`config.mk`:
```
export PLATFORM = sky130hd
export DESIGN_NAME = krt_front
export DESIGN_NICKNAME = d
export VERILOG_FILES = /design/src/krt_pkg.sv /design/src/krt_front.sv
export SDC_FILE = /design/constraint.sdc
export NUM_CORES = 1
export LEC_CHECK = 0
export ABC_AREA = 1
export BUFFER_PORTS_ARGS = -buffer_cell sky130_fd_sc_hd__buf_2
export CAP_MARGIN = 20
export CORE_AREA = 2 2 151 153
export DETAILED_ROUTE_END_ITERATION = 16
export DIE_AREA = 0 0 153 155
export PLACE_DENSITY = 0.38
export SYNTH_ARGS = -nofsm -noshare
export SYNTH_HDL_FRONTEND = slang
export SYNTH_SLANG_ARGS = --single-unit
export TNS_END_PERCENT = 10
```
`constraint.sdc`:
```
create_clock -name vclk -period 0.8
set_clock_uncertainty 0.1 [all_clocks]
set_input_delay 0 -clock vclk [all_inputs]
set_output_delay 0 -clock vclk [all_outputs]
set_load 0.005 [all_outputs]
```
`src/krt_pkg.sv`:
```
// ----------------------------------------------------------------------------
// krt_pkg
// Types and constants shared by the keyed record table blocks.
// ----------------------------------------------------------------------------
package krt_pkg;

	localparam int TEXT_W    = 64;
	localparam int MAX_BYTES = 8;
	localparam int SLOT_W    = 6;
	localparam int Q_DEPTH   = 2;

	typedef enum logic [1:0] {
		KIND_ADD    = 2'd0,
		KIND_DELETE = 2'd1,
		KIND_SEARCH = 2'd2,
		KIND_LIST   = 2'd3
	} kind_t;

	typedef enum logic [2:0] {
		ST_ADDED    = 3'd0,
		ST_FULL     = 3'd1,
		ST_DELETED  = 3'd2,
		ST_NOTFOUND = 3'd3,
		ST_RECORD   = 3'd4,
		ST_EMPTY    = 3'd5
	} status_t;

	typedef enum logic [1:0] {
		BK_IDLE,
		BK_SCAN,
		BK_FINISH
	} back_state_t;

	typedef struct packed {
		kind_t             kind;
		logic [TEXT_W-1:0] key_word;
		logic [TEXT_W-1:0] second_word;
		logic [TEXT_W-1:0] phone_word;
	} in_item_t;

	typedef struct packed {
		status_t           status;
		logic [TEXT_W-1:0] out_key;
		logic [TEXT_W-1:0] out_second;
		logic [TEXT_W-1:0] out_phone;
		logic [SLOT_W-1:0] slot;
		logic              last;
	} out_item_t;

	// request after text narrowing, as held in the command queue
	typedef struct packed {
		kind_t             kind;
		logic              key_nz;
		logic [TEXT_W-1:0] key;
		logic [TEXT_W-1:0] second;
		logic [TEXT_W-1:0] phone;
	} cmd_t;

endpackage

```
`src/krt_front.sv`:
```
// ----------------------------------------------------------------------------
// krt_front
// Request intake: cuts each text word at its first zero byte and at the
// configured byte count, and flags an empty key.
// ----------------------------------------------------------------------------
module krt_front #(
	parameter int TEXT_BYTES = 8
) (
	input  krt_pkg::in_item_t req,
	input  logic              req_valid,
	output logic              req_ready,
	output krt_pkg::cmd_t     cmd,
	output logic              cmd_valid,
	input  logic              cmd_ready
);
	import krt_pkg::*;

	function automatic logic [TEXT_W-1:0] narrow(input logic [TEXT_W-1:0] w);
		logic [TEXT_W-1:0] r;
		logic              stop;
		r    = '0;
		stop = 1'b0;
		for (int i = 0; i < MAX_BYTES; i++) begin
			if (w[8*i +: 8] == 8'd0 || i >= TEXT_BYTES) begin
				stop = 1'b1;
			end
			if (!stop) begin
				r[8*i +: 8] = w[8*i +: 8];
			end
		end
		return r;
	endfunction

	logic [TEXT_W-1:0] key_n;

	assign key_n      = narrow(req.key_word);
	assign cmd.kind   = req.kind;
	assign cmd.key    = key_n;
	assign cmd.key_nz = (key_n != '0);
	assign cmd.second = narrow(req.second_word);
	assign cmd.phone  = narrow(req.phone_word);
	assign cmd_valid  = req_valid;
	assign req_ready  = cmd_ready;

endmodule

```
# Word level (Yosys, flattened, before mapping)
# Cells that the tools add are included.
[word_totals] mem_count=0 mem_bits_ro=0 elab_cells=73 latchBits=0 ramBits=0 out_inout_bits=197 in_bits=196 reg_bits=0
[op_classes] eq_ne=0 bitwise=0 add_sub_neg=0 mul=0 div=0 shifts=0 order_cmp=0 n_reduce_logical=25 muxes=48
[op_table] cell="zero test 8 bit" count=24
[op_table] cell="two-way mux 8 bit" count=24
[op_table] cell="nonzero test 64 bit" count=1
[op_table] cell="two-way mux 1 bit" count=24

# Depth between registers and ports, before layout
[depth] ltp_word=11 ltp_mapped=8 mapped_depth_nobuf=8

# Worst setup path before layout
# OpenSTA, ideal clock, no wires.
[synth_timing] path_type="input to output" start="in req[143] (netlist bit)" end="out cmd[184] (netlist bit)" cell_stages=8 path_slack_ps=-161 t_required_ps=700 path_buffers=0 t_arrival_ps=861 path_cell_list="nor2_1 -> nand2_1 -> nor2_1 -> nor2_2 -> nand4_4 -> nor2_4 -> nand3_4 -> nor2_1"
[synth_lines] item="start: declaration" line="krt_front.sv:9" text="input krt_pkg::in_item_t req,"
[synth_lines] item="end: declaration" line="krt_front.sv:12" text="output krt_pkg::cmd_t cmd,"

==> results.md <==
Run status:
- The run finished, with violations left.
- The final reports fail on setup timing.

Setup path:
- Along the worst path, the maximum fanout reaches 7.
- The worst setup path is launched from an input port.
- STA classifies the critical path endpoint as an output pin.
- The most frequent cell on the critical path is sky130_fd_sc_hd__nor2_4.
- The signal on the critical path passes through buf_8, nor2_4, nand2_2, nor2_4, nor2_4, nand4_4, nor2_4, nand3_4, nor2_2, buf_2.
- The depth of the critical timing path with buffers and inverters included is 10.
- The worst setup path category is in2out.
- The worst path buffer plus inverter count is 2.
- The standard cell with the maximum stage delay on the critical path is sky130_fd_sc_hd__nand3_4.
- The peak per-stage delay on the critical path is 200 ps.
- For the worst setup path, the data required time is 700 ps.
- In this design, the largest share of critical-path delay is due to simple AND/OR/NAND/NOR gates.
- The critical path starts at req[143].
- Data on the critical path arrives at its endpoint at 1160 ps.

Timing:
- The tightest hold margin is 61.4 ps.
- After layout, the minimum clock period comes to 1260 ps.
- The worst relative slew slack is 79.8%.
- Timing would allow up to 0.791 GHz.
- Setup repair after global routing could not meet its margin everywhere.
- Across all setup checks in the final design, the least slack found is -465 ps.
- In the finished design, the share of the clock period the worst path needs comes to 158%.
- The total count of hold-check failures in the final report is 0.
- The final number of max-transition violations is 0.
- The final-layout setup total negative slack is -54520 ps.
- The final count of negative-setup-slack endpoints is 168.
- At the pin with the least slew margin, the transition time is 300 ps.

Yosys:
- Of the total synthesized cell area, the portion taken by XOR and XNOR cells is 0%.
- After synthesis, the largest family of logic cells by area is simple AND/OR/NAND/NOR gates.
- The top cell type's share of synthesized area is 41.9%.
- In this run the cell area of the synthesized design comes to 2120 sq um.
- The number of instances in the synthesized netlist is 507.
- After synthesis, the cell types taking the most area are sky130_fd_sc_hd__nor2_1 42%, sky130_fd_sc_hd__inv_1 30%, sky130_fd_sc_hd__nand4_1 4.4%, sky130_fd_sc_hd__clkbuf_1 4.2%, sky130_fd_sc_hd__nand2_1 3.5%.
- The post-synthesis share of cell area spent on and, or, nand and nor gates is 63.2%.
- The number of different library cells used by synthesis comes to 19.
- The average cell area after synthesis is 4.19 sq um.
- Summing the sequential cell areas from Yosys gives 0% of the chip area.
- Summing the areas of all compound-gate instances in the mapped netlist gives 0% of the synthesized area.
- The fraction of synthesized area in multiplexers is 0%.
- The biggest area contributor in the post-synthesis netlist is sky130_fd_sc_hd__nor2_1.
- The adder-cell share of the synthesized area is 0%.
- The number of warnings issued by yosys is 0.
- Counting every net in the synthesized netlist gives 703.

Floorplanning:
- The overall die height is 155 um.
- For this configuration, the core starts out at a cell density of 9.55%.
- The number of rows in the core area is 55.
- The number of top-level pins is 393.
- The die area is 23700 sq um.
- After floorplanning, the core was sized to cover 22200 sq um.
- Measured along the x axis, the die boundary spans 153 um.

Place:
- The cell count after placement is 1229.
- The worst slack at placement is -714 ps.
- The post-placement cell area is 4900 sq um.
- The congestion estimate from routability-driven global placement came to 0.837.
- The number of port buffers is 385.
- After legalization and detailed placement, the total HPWL measured 13200 um.

Pwr:
- The power per cell area is 431 nW/um^2.
- The proportion of total power due to net switching is 43.2%.
- The reported net switching power is 1.11 mW.
- IR analysis of the VDD net gives a maximum drop of 0.000148 V.
- Per report_power, the combinational group accounts for 100.0% of the total.
- The relative contribution of the clock network to total power is 0%.
- Sequential cells burn 0% of the power.
- The internal power contribution is 1.46 mW.
- The static power due to leakage is 3.72 nW.
- The completed layout was analyzed and its total power is 2.56 mW.

Global routing:
- Across every metal layer, demand over resource in global routing totals 11.0%.
- The total congestion overflow after global routing is 0.
- The number of antenna violations at the first check in global routing was 0.
- The number of global-route vias before repair is 4307.
- The largest net degree at the start of global routing is 10.
- The first global-routing pass estimated 21600 um of wire.

Cells and area:
- For this run, the post-layout net count is 1160.
- Once layout is complete, the cells apart from fillers number 1247.
- The count of antenna diodes in the layout is 0.
- The register area is 0 sq um.
- Once layout is done, the placed cells without fillers occupy 5940 sq um.
- The growth of design area from synthesis to finish is 180%.
- The final core area utilization is 26.7%.
- Of the cells placed in the final design, the portion with a size suffix greater than 1 is 60.6%.
- The clock buffers instantiated in the layout total 0.
- The final layout contains a sequential cell count of 0.

Min path:
- The startpoint identified for the worst hold timing path is req[134].
- The worst hold-check path type is in2out.
- The hold path depth is 2.

Routing:
- The first-pass iteration count of the detailed router is 4.
- For this block, the initial DRC count from the detailed router was 178.
- For this block, the via count after detailed routing is 4452.
- In this run the remaining antenna-violating nets after routing total 0.
- The post-detailed-route DRC marker count is 0.
- The average wire per standard cell is 11.8 um.
- After detailed routing, the number of vias per cell comes to 3.57.
- Summed over all layers, the routed wires come to 14800 um.

Flow run:
- Max-cap violations in this run came to 0.
[cells in the final DEF, fill, tap and decap left out, types with 2 or more instances in the layout]
master                          instances
sky130_fd_sc_hd__nand2_2               10
sky130_fd_sc_hd__nand2_4                2
sky130_fd_sc_hd__nor2_1               172
sky130_fd_sc_hd__buf_4                 81
sky130_fd_sc_hd__dlygate4sd3_1          4
sky130_fd_sc_hd__nor2_2                37
sky130_fd_sc_hd__clkinvlp_4             2
sky130_fd_sc_hd__nand4_4                3
sky130_fd_sc_hd__inv_1                169
sky130_fd_sc_hd__nor2_4                34
sky130_fd_sc_hd__nand3_2                2
sky130_fd_sc_hd__buf_6                 58
sky130_fd_sc_hd__nand3_4                3
sky130_fd_sc_hd__inv_2                  2
sky130_fd_sc_hd__buf_8                 12
sky130_fd_sc_hd__buf_2                327
sky130_fd_sc_hd__nand4_1               15
sky130_fd_sc_hd__nor4_2                 3
sky130_fd_sc_hd__nand2_1                9
sky130_fd_sc_hd__nand2_8                2
sky130_fd_sc_hd__nor4_1                 8
[Yosys cell counts (all sizes together)]
cell / count
and2: 1
nor3: 1
nand3: 6
nand4: 18
nand2: 23
nor2: 243
buf: 4
nor4: 11
inv: 173
clkbuf: 24
clkinv: 3
[final cells by class]
type	instances	area, sq um
fillers	2576	16300
inverters	176	691
multi-input cells	303	1760
well taps	285	357
repair buffers	483	3140
[routing by layer]
metal	vias to the layer above	share of wire, %	global-route usage (%)
li1	2303	-	-
met1	1932	37	11.9
met2	211	55	23.3
met3	6	6.9	1.50
met4	0	0.70	0.705
met5	-	0	0
[kinds of logic (layout without fill, tap and decap cells)]
| logic type | after synthesis | count (layout) |
|---|---|---|
| buf+inv | 204 | 659 |
| simple gates | 303 | 303 |
[power groups by stage]
| stage | combinational (mW) | sequential (mW) | clock [mW] |
|---|---|---|---|
| finish | 2.56 | 0 | 0 |
| global route | 2.82 | 0 | 0 |
| CTS | 2.33 | 0 | 0 |
| detailed placement | 2.14 | 0 | 0 |
| global placement | 2.15 | 0 | 0 |
| floorplan | 0.692 | 0 | 0 |
[final timing paths]
kind	endpoint	slack [ps]
worst max-delay path	cmd[185]	-460
worst min-delay path	cmd[134]	60
[timing repair]
item / 4_1_cts / 5_1_grt
pin swaps: 32 / 36
setup buffers: 7 / 9
setup endpoints to repair: 168 / 168
endpoints found under the hold margin: 4 / 0
cloned: 0 / 0
gates resized for setup: 91 / 118
hold buffers: 4 / 0
Power figures use the tool's default switching activity.
