`src/krt_pkg.sv`:
```
// ----------------------------------------------------------------------------
// krt_pkg
// Types and constants shared by the keyed record table blocks.
// ----------------------------------------------------------------------------
package krt_pkg;

	localparam int TEXT_W    = 64;
	localparam int MAX_BYTES = 8;
	localparam int SLOT_W    = 6;
	localparam int Q_DEPTH   = 2;

	typedef enum logic [1:0] {
		KIND_ADD    = 2'd0,
		KIND_DELETE = 2'd1,
		KIND_SEARCH = 2'd2,
		KIND_LIST   = 2'd3
	} kind_t;

	typedef enum logic [2:0] {
		ST_ADDED    = 3'd0,
		ST_FULL     = 3'd1,
		ST_DELETED  = 3'd2,
		ST_NOTFOUND = 3'd3,
		ST_RECORD   = 3'd4,
		ST_EMPTY    = 3'd5
	} status_t;

	typedef enum logic [1:0] {
		BK_IDLE,
		BK_SCAN,
		BK_FINISH
	} back_state_t;

	typedef struct packed {
		kind_t             kind;
		logic [TEXT_W-1:0] key_word;
		logic [TEXT_W-1:0] second_word;
		logic [TEXT_W-1:0] phone_word;
	} in_item_t;

	typedef struct packed {
		status_t           status;
		logic [TEXT_W-1:0] out_key;
		logic [TEXT_W-1:0] out_second;
		logic [TEXT_W-1:0] out_phone;
		logic [SLOT_W-1:0] slot;
		logic              last;
	} out_item_t;

	// request after text narrowing, as held in the command queue
	typedef struct packed {
		kind_t             kind;
		logic              key_nz;
		logic [TEXT_W-1:0] key;
		logic [TEXT_W-1:0] second;
		logic [TEXT_W-1:0] phone;
	} cmd_t;

endpackage

```
`src/krt_queue.sv`:
```
// ----------------------------------------------------------------------------
// krt_queue
// Short command queue between request intake and table execution.
// ----------------------------------------------------------------------------
module krt_queue (
	input  logic          clk,
	input  logic          arst_n,
	input  krt_pkg::cmd_t push_cmd,
	input  logic          push_valid,
	output logic          push_ready,
	output krt_pkg::cmd_t pop_cmd,
	output logic          pop_valid,
	input  logic          pop_ready
);
	import krt_pkg::*;

	localparam int PW = (Q_DEPTH > 1) ? $clog2(Q_DEPTH) : 1;
	localparam int NW = $clog2(Q_DEPTH + 1);

	cmd_t          entry_q [Q_DEPTH];
	logic [PW-1:0] wr_ptr_q;
	logic [PW-1:0] rd_ptr_q;
	logic [NW-1:0] count_q;
	logic          push;
	logic          pop;

	assign push_ready = (count_q != NW'(Q_DEPTH));
	assign pop_valid  = (count_q != '0);
	assign pop_cmd    = entry_q[rd_ptr_q];
	assign push       = push_valid && push_ready;
	assign pop        = pop_valid && pop_ready;

	always_ff @(posedge clk or negedge arst_n) begin
		if (!arst_n) begin
			wr_ptr_q <= '0;
			rd_ptr_q <= '0;
			count_q  <= '0;
		end else begin
			if (push) begin
				wr_ptr_q <= (wr_ptr_q == PW'(Q_DEPTH - 1)) ? '0 : wr_ptr_q + PW'(1);
			end
			if (pop) begin
				rd_ptr_q <= (rd_ptr_q == PW'(Q_DEPTH - 1)) ? '0 : rd_ptr_q + PW'(1);
			end
			if (push && !pop) begin
				count_q <= count_q + NW'(1);
			end else if (pop && !push) begin
				count_q <= count_q - NW'(1);
			end
		end
	end

	always_ff @(posedge clk) begin
		if (push) begin
			entry_q[wr_ptr_q] <= push_cmd;
		end
	end

endmodule

```
`config.mk`:
```
export PLATFORM = sky130hd
export DESIGN_NAME = krt_queue
export DESIGN_NICKNAME = d
export VERILOG_FILES = /design/src/krt_pkg.sv /design/src/krt_queue.sv
export SDC_FILE = /design/constraint.sdc
export NUM_CORES = 1
export LEC_CHECK = 0
export BUFFER_PORTS_ARGS = -buffer_cell sky130_fd_sc_hd__buf_2
export CORE_MARGIN = 2
export CORE_UTILIZATION = 54
export DETAILED_ROUTE_END_ITERATION = 12
export GPL_TIMING_DRIVEN = 0
export PLACE_DENSITY = 0.8
export SYNTH_ARGS = -nofsm -noshare
export SYNTH_HDL_FRONTEND = slang
export SYNTH_SLANG_ARGS = --single-unit
```
`constraint.sdc`:
```
create_clock -name clk -period 24.1 [get_ports clk]
set_clock_uncertainty 0.2 [all_clocks]
set_input_delay 2.41 -clock clk [delete_from_list [all_inputs] [get_ports clk]]
set_output_delay 2.41 -clock clk [all_outputs]
set_load 0.01 [all_outputs]
```
======== Yosys cells after proc, flatten, opt, wreduce, memory -nomap -nowiden ========
Memory sizes are Yosys's and may differ from the RTL's.
Cells that the tools add are included.
Widths: inputs -> output; s select.
word-level totals
  bits in registers ....................... 4
  bits in writable memories ............... 390
  bits of input ports ..................... 199
  output and inout bits ................... 197
  logic and storage cells ................. 23
  memories kept ........................... 1
cells by class
  add/subtract/negate cells ............... 4
  eq/ne operators ......................... 1
  mux-type cells .......................... 6
  reduce and logical (&&, ||, !) cells .... 8
memories
  memory   words  bits a word  rd ports  clocked after memory_dff  wr ports  RTL line         source
  entry_q  2      195          1         0                         1         krt_queue.sv:20  cmd_t entry_q [Q_DEPTH];
operators by type and width
  operator             count
  $logic_and 1x1->1    4
  $mux 1               4
  $mux 2               2
  $reduce_bool 2->1    2
  $add 1x1->1 const B  2
  $add 2x1->2 const B  1
  $logic_not 1->1      2
  $ne 2x2->1 const B   1
  $sub 2x1->2 const B  1

======== Depth between registers and ports, before layout ========
Gate-level depths: netlist of run 1.
  depth after elaboration ................. 6
  mapped depth ............................ 7
  mapped depth without buffers ............ 7

======== Least setup slack after synthesis of run 1 ========
Ideal clock, no wire load.
  path type ............................... input -> register
  start ................................... input port push_valid
  end ..................................... memory entry_q[0][0] (netlist name) (enable)
  library setup time ...................... 0.753 ns
  data arrival time ....................... 10.586 ns
  required time ........................... 23.147 ns
  setup slack ............................. 12.561 ns
  cell stages on the path ................. 2
  path buffers ............................ 0
  cell sequence ........................... nand2_1 > nor2_1
on the way
  longest elaborated chain between the ends .. 3
RTL lines
  item                          RTL line         source
  from (decl)                   krt_queue.sv:9   input logic push_valid,
  $logic_and 1x1->1             krt_queue.sv:30  assign push = push_valid && push_ready;
  $mux 1                        krt_queue.sv:54  if (push) begin
  $mux 1 (not written as such)  krt_queue.sv:55  entry_q[wr_ptr_q] <= push_cmd;
  to (decl)                     krt_queue.sv:20
No other way between the ends.

==> results of run 1 <==
registers in the layout, summed over array words and instances, names as in the netlist:
register	cells
count_q	2
rd_ptr_q	1
entry_q	390
wr_ptr_q	1
power groups by stage:
stage,sequential [mW],combinational [mW],clock (mW)
6_report,0.972,0.784,0.601
5_1_grt,0.983,0.833,0.640
4_1_cts,0.974,0.795,0.614
3_5_place_dp,0.987,0.791,0
3_3_place_gp,1.05,0.750,0
2_1_floorplan,1.02,0.502,0
cell type report:
type | count | area [µm²]
Inverter | 1 | 3.75
Fill cell | 1673 | 8120
Clock buffer | 50 | 1100
Antenna cell | 11 | 27.5
Sequential cell | 394 | 11800
Clock inverter | 24 | 193
Timing Repair Buffer | 405 | 2220
Multi-Input combinational cell | 208 | 2820
Buffer | 22 | 216
Tap cell | 341 | 427
stage by stage:
step                cell area, µm²  cells
global placement             17200   1361
CTS                          18800   1445
finish                       18800   1456
global route                 18800   1452
detailed placement           17500   1371
floorplan                    14800    625
synth_stat cells:
cell type | instances | area share, %
nor2_1 | 2 | 0.051
inv_1 | 1 | 0.025
ha_1 | 1 | 0.084
mux2_4 | 140 | 14
dfrtp_1 | 4 | 0.67
nand2_1 | 2 | 0.051
and3_1 | 1 | 0.042
edfxtp_1 | 390 | 79
buf_2 | 5 | 0.17
nand2b_1 | 1 | 0.042
buf_6 | 17 | 1.3
xor2_1 | 2 | 0.12
or2_2 | 1 | 0.042
mux2_2 | 55 | 4.2
xnor2_1 | 3 | 0.18
path summary, 6_finish.rpt:
check	start	end	slack, ns	depth (start not counted)
max	rd_ptr_q	pop_cmd[47]	19.59	5
min reg2reg	count_q[1]	count_q[1]	0.30	1
max in group asynchronous	arst_n	wr_ptr_q	22.09	1
min in group asynchronous	arst_n	count_q[0]	1.49	1
min	count_q[1]	count_q[1]	0.30	1
max reg2reg	count_q[0]	entry_q[0][105]	21.17	7
cells by family (layout without fill, tap and decap cells):
logic type | count (synthesis) | count (layout) | share of synthesized area, %
xor+xnor | 5 | 5 | 0.295
fa+ha+maj | 1 | 1 | 0.0843
buf+inv | 23 | 502 | 1.48
flops | 394 | 394 | 79.6
mux | 195 | 195 | 18.3
other cells | 0 | 11 | 0
simple gates | 7 | 7 | 0.228
metal layers:
layer / track usage (%) / vias to the layer above / share of wire (%)
met1: 21.2 / 3686 / 35
met5: 0 / - / 0.19
met2: 36.9 / 328 / 52
met4: 8.73 / 8 / 3.4
li1: - / 3428 / -
met3: 6.72 / 74 / 9.1
==> summary.json, run 1 <==
{
  "outcome": {
    "status": "finished clean"
  },
  "grt": {
    "global_route.overflow_total": 0,
    "antenna_violations_before_repair": 15,
    "grt_util_all_layers_pct": 20.2,
    "largest_net_degree_at_the_start_of_global_routing": 58,
    "grt_pass1_wl_um": 43400,
    "first_global_vias": 7832
  },
  "sta": {
    "finalCritPeriodShare_pct": 18.7,
    "final_critical_path_setup_slack_ns": 19.59,
    "tightestPinTransition_ns": 0.851,
    "fmax_achieved_mhz": 222,
    "rsz0062_at_grt": "no",
    "final_max_slew_viol_count": 0,
    "min_period_ns": 4.51,
    "worst_slew_margin_rel_pct": 43.2,
    "setup-violations-final": 0,
    "timing.final.hold_violations": 0,
    "fin_worst_hold_slack_ns": 0.297,
    "totalNegativeSetupSlack_ns": 0
  },
  "synth": {
    "syn_nets": 825,
    "gate_count_post_synth": 625,
    "syn_area_per_cell_um2": 23.7,
    "synth-warning-count": 0,
    "synth.ff_latch_count": 394,
    "synth_cell_type_count": 15,
    "syn-cell-area_mm2": 0.0148,
    "yosysSeqAreaShare_pct": 79.6
  },
  "floorplanning": {
    "fp-row-count": 60,
    "coreArea_mm2": 0.0270,
    "floorplan.initialDensity_pct": 55.1,
    "die_x_um": 170,
    "die_area_mm2": 0.0288,
    "die_h_um": 170,
    "design.portCount": 396
  },
  "pwr": {
    "p_per_area_mw_per_mm2": 125,
    "internal_power_mw": 1.68,
    "p_sw_share_pct": 28.7,
    "clkPwrFrac_pct": 25.5,
    "p_total_mw": 2.36,
    "power.leakage_nw": 7.50,
    "seqPwrFrac_pct": 41.2,
    "pwr-share-comb_pct": 33.3,
    "worst_ir_drop_vdd_v": 0.0000830,
    "power.net_switching_uw": 677
  },
  "detailed_routing": {
    "drt_drc_violations_left": 0,
    "detail_route.wl_per_cell_um": 20.8,
    "routed_wirelength_um": 30300,
    "final_antenna_net_count": 0,
    "detail_route.iter0.violations": 522,
    "vias": 7524,
    "first_pass_iters": 4,
    "detail_route.vias_per_cell": 5.17
  },
  "setup_path": {
    "critical_path.startpoint_type": "flop",
    "worstPathArrival_ns": 1.90,
    "crit_top_cell": "buf_6",
    "critical_path.cell_chain": "buf_6 > buf_6 > buf_6 > mux2_4 > buf_2",
    "worstPathRequired_ns": 21.49,
    "worst_path_dominant_cell_family": "buffers and inverters",
    "crit_buf_inv": 4,
    "setup.worst_path.class": "reg -> out",
    "crit_path_max_incr_delay_ns": 0.34,
    "critPathMaxFanout": 10,
    "cpMaxStageDelayCell": "dfrtp_1",
    "worstSetupEndpointType": "primary output"
  },
  "run": {
    "number_of_max_cap_violations": 0
  },
  "min_path": {
    "min_path_type": "reg -> reg"
  },
  "clock_tree": {
    "postCtsHoldBufs": 0,
    "numCtsBuffers": 41,
    "reg_clk_slew_reported_paths_ns": 0.06,
    "cts-resized-gates": 0,
    "cts_max_path_buffers": 3,
    "post-cts-setup-buffer-count": 0,
    "tritoncts_num_sinks": 394,
    "clockRootBuffer": "clkbuf_16",
    "clk-insertion-delay-late_ns": 0.51,
    "tritoncts": "yes",
    "cts_max_level": 2
  },
  "cells_and_area": {
    "final_util_pct": 69.9,
    "layout-drive-gt1-share_pct": 61.7,
    "final_nets": 1273,
    "final_cell_mix": "buf_2, edfxtp_1, mux2_4",
    "final_common_cell": "buf_2",
    "area_growth_pct": 26.8
  },
  "placement": {
    "port_buffers": 395,
    "worst_slack_placed_ns": 19.21,
    "place.gp.congestion": 0.754,
    "hpwl_um": 21300
  }
}
No activity file was read; power rests on OpenSTA's default activity.
==> run 2: changes to the inputs <==
--- a/config.mk
+++ b/config.mk
@@ -7,10 +7,10 @@
 export LEC_CHECK = 0
 export BUFFER_PORTS_ARGS = -buffer_cell sky130_fd_sc_hd__buf_2
 export CORE_MARGIN = 2
-export CORE_UTILIZATION = 54
+export CORE_UTILIZATION = 52
 export DETAILED_ROUTE_END_ITERATION = 12
 export GPL_TIMING_DRIVEN = 0
-export PLACE_DENSITY = 0.8
+export PLACE_DENSITY = 0.77
 export SYNTH_ARGS = -nofsm -noshare
 export SYNTH_HDL_FRONTEND = slang
 export SYNTH_SLANG_ARGS = --single-unit
==> constraint.sdc (replaced) <==
create_clock -name clk -period 4.6 [get_ports clk]
set_clock_uncertainty 0.2 [all_clocks]
set_input_delay 0.46 -clock clk [delete_from_list [all_inputs] [get_ports clk]]
set_output_delay 0.46 -clock clk [all_outputs]
set_load 0.01 [all_outputs]
==> run 2 against run 1 <==
Sequential power rose to 5.3 times the previous value. Design area grew 9.6%. Total power increased to 5.3 times the previous value. Wire length rose by 15%. Non-clock buffer count up 195. Hold slack worse by 0.26 ns. Die area rose by 3.8%. Final cell count up 15%. Largest cell class unchanged. Largest power group unchanged.
==> summary.json, run 2 (synthesized netlist as in run 1, its figures left out) <==
{
  "clock_tree": {
    "postCtsHoldBufs": {"value": 196, "change": "was 0"},
    "reg_clk_slew_reported_paths": {"value": 0.06, "unit": "ns", "change": "about the same"},
    "cts_max_level": {"value": 2, "change": "unchanged"},
    "clk-insertion-delay-late": {"value": 0.52, "unit": "ns", "change": "was 0.51 ns"},
    "cts-resized-gates": {"value": 0, "change": "unchanged"},
    "post-cts-setup-buffer-count": {"value": 0, "change": "unchanged"},
    "clockRootBuffer": {"value": "clkbuf_16", "change": "unchanged"},
    "tritoncts": {"value": "yes", "change": "unchanged"},
    "tritoncts_num_sinks": {"value": 394, "change": "unchanged"},
    "numCtsBuffers": {"value": 41, "change": "unchanged"},
    "cts_max_path_buffers": {"value": 3, "change": "unchanged"}
  },
  "sta": {
    "min_period_ns": 2.84,
    "totalNegativeSetupSlack": {"value": 0, "unit": "ns", "change": "unchanged"},
    "timing.final.hold_violations": {"value": 0, "change": "unchanged"},
    "tightestPinTransition": {"value": 0.947, "unit": "ns", "change": "was 0.851 ns"},
    "fmax_achieved_mhz": 353,
    "rsz0062_at_grt": {"value": "no", "change": "unchanged"},
    "setup-violations-final": {"value": 0, "change": "unchanged"},
    "finalCritPeriodShare_pct": 61.6,
    "worst_slew_margin_rel": {"value": 36.7, "unit": "%", "change": "was 43.2%"},
    "final_max_slew_viol_count": {"value": 0, "change": "unchanged"}
  },
  "grt": {
    "largest_net_degree_at_the_start_of_global_routing": {"value": 66, "change": "was 58"},
    "grt_util_all_layers": {"value": 22.9, "unit": "%", "change": "was 20.2%"},
    "antenna_violations_before_repair": {"value": 2, "change": "was 15"},
    "grt_pass1_wl": {"value": 52300, "unit": "µm", "change": "was 43400 µm"},
    "first_global_vias": {"value": 9373, "change": "was 7832"},
    "global_route.overflow_total": {"value": 0, "change": "unchanged"}
  },
  "detailed_routing": {
    "vias": {"value": 8479, "change": "was 7524"},
    "first_pass_iters": {"value": 4, "change": "unchanged"},
    "final_antenna_net_count": {"value": 0, "change": "unchanged"},
    "detail_route.vias_per_cell": {"value": 5.07, "change": "was 5.17"},
    "detail_route.wl_per_cell": {"value": 20.8, "unit": "µm", "change": "about the same"},
    "drt_drc_violations_left": {"value": 0, "change": "unchanged"},
    "detail_route.iter0.violations": {"value": 553, "change": "was 522"},
    "routed_wirelength": {"value": 34700, "unit": "µm", "change": "was 30300 µm"}
  },
  "pwr": {
    "p_total": {"value": 12.4, "unit": "mW", "change": "was 2.36 mW"},
    "p_per_area": {"value": 600, "unit": "mW/mm²", "change": "was 125 mW/mm²"},
    "worst_ir_drop_vdd": {"value": 0.000509, "unit": "V", "change": "was 0.0000830 V"},
    "power.leakage": {"value": 8.23, "unit": "nW", "change": "was 7.50 nW"}
  },
  "cells_and_area": {
    "area_growth": {"value": 39.1, "unit": "%", "change": "was 26.8%"},
    "largest_register_ffs": {"value": 390, "change": "unchanged"},
    "layout-drive-gt1-share": {"value": 52.2, "unit": "%", "change": "was 61.7%"},
    "fill_cells": {"value": 1644, "change": "was 1673"},
    "final_common_cell": {"value": "buf_2", "change": "unchanged"},
    "register_bank_with_the_most_flops": {"value": "entry_q", "change": "unchanged"},
    "area_of_combinational_cells_with_multiple_inputs": {"value": 0.00282, "unit": "mm²", "change": "unchanged"},
    "final_cell_mix": {"value": "buf_2, edfxtp_1, dlygate4sd3_1", "change": "was buf_2, edfxtp_1, mux2_4"},
    "final_cell_area": {"value": 0.0206, "unit": "mm²", "change": "was 0.0188 mm²"},
    "biggest_registers_after_layout": {"value": "entry_q: 390 flops, count_q: 2 flops", "change": "unchanged"},
    "final_nets": {"value": 1468, "change": "was 1273"},
    "post_layout_nonfiller_instances": {"value": 1672, "change": "was 1456"},
    "seqCellArea": {"value": 0.0118, "unit": "mm²", "change": "unchanged"}
  },
  "floorplanning": {
    "floorplan.initialDensity": {"value": 53.1, "unit": "%", "change": "was 55.1%"},
    "die_x": {"value": 173, "unit": "µm", "change": "was 170 µm"},
    "design.portCount": {"value": 396, "change": "unchanged"},
    "fp-row-count": {"value": 61, "change": "was 60"},
    "die_h": {"value": 173, "unit": "µm", "change": "was 170 µm"},
    "coreArea": {"value": 0.0279, "unit": "mm²", "change": "was 0.0270 mm²"},
    "die_area": {"value": 0.0299, "unit": "mm²", "change": "was 0.0288 mm²"}
  },
  "setup_path": {
    "setup.worst_path.class": {"value": "reg -> reg", "change": "was reg -> out"},
    "worstSetupEndpointType": {"value": "flop", "change": "was primary output"},
    "critical_path.startpoint_type": {"value": "flop", "change": "unchanged"},
    "worstPathRequired": {"value": 4.60, "unit": "ns", "change": "was 21.49 ns"},
    "critPathMaxFanout": {"value": 33, "change": "was 10"},
    "worstPathArrival": {"value": 2.83, "unit": "ns", "change": "was 1.90 ns"}
  },
  "placement": {
    "placedCellCount": {"value": 1407, "change": "was 1371"},
    "port_buffers": {"value": 395, "change": "unchanged"},
    "place.gp.congestion": {"value": 0.750, "change": "was 0.754"},
    "hpwl": {"value": 20600, "unit": "µm", "change": "was 21300 µm"},
    "post_dp_cell_area": {"value": 0.0175, "unit": "mm²", "change": "about the same"}
  },
  "outcome": {
    "status": {"value": "finished clean", "change": "unchanged"}
  },
  "run": {
    "number_of_max_cap_violations": {"value": 0, "change": "unchanged"}
  },
  "min_path": {
    "min_path_type": {"value": "in -> reg", "change": "was reg -> reg"}
  }
}
==> run 2: power by group <==
part | internal (mW) | leakage (nW) | switching, mW | total (mW)
logic | 2.12 | 3.99 | 2.18 | 4.30
clock network | 1.69 | 0.565 | 1.28 | 2.97
registers | 4.90 | 3.67 | 0.206 | 5.11
==> run 2: area by class of cell <==
cell class	count	share of cell area (%)
tap	378	2.29
buffer	22	1.05
clock inverter	13	0.455
antenna	2	0.0242
timing repair buffer	600	20.1
sequential	394	57.2
inverter	1	0.0182
multi-input combinational	208	13.7
clock buffer	54	5.21
==> run 2: critical path, stage by stage, from the launching register on <==
cell and delay, ns:
dfrtp_1 0.41, nand2b_1 0.20, nand2_1 0.16, nor2_4 0.75, buf_12 0.31, buf_16 0.20
buf_12 0.22
==> run 2: routing by layer <==
layer / track usage, % / part of all wire, %
met1: 24.8 / 36
met2: 42.4 / 54
met3: 5.56 / 6.6
met4: 9.64 / 4.1
met5: 0 / 0
==> run 2: path summary, 6_finish.rpt <==
| kind | slack [ns] | endpoint | start | cells after the start |
|---|---|---|---|---|
| setup reg to reg | 1.76 | entry_q[0][164] | count_q[0] | 6 |
| hold / removal | 0.04 | rd_ptr_q | pop_ready | 3 |
| max in group asynchronous | 3.97 | count_q[0] | arst_n | 2 |
| hold reg to reg | 0.30 | count_q[1] | count_q[1] | 1 |
| setup / recovery | 1.76 | entry_q[0][164] | count_q[0] | 6 |
| min in group asynchronous | 0.10 | wr_ptr_q | arst_n | 2 |
==> run 2: metrics by stage <==
stage | util [%] | hold WS [ns] | worst slack [ns]
3_3_place_gp | 61.9 | 0.0732 | -1.18
6_report | 73.9 | 0.0403 | 1.76
4_1_cts | 73.9 | 0.0286 | 1.82
5_1_grt | 73.9 | 0.0451 | 1.61
3_5_place_dp | 62.7 | 0.0773 | 1.86
2_1_floorplan | - | -0.0356 | 0.350
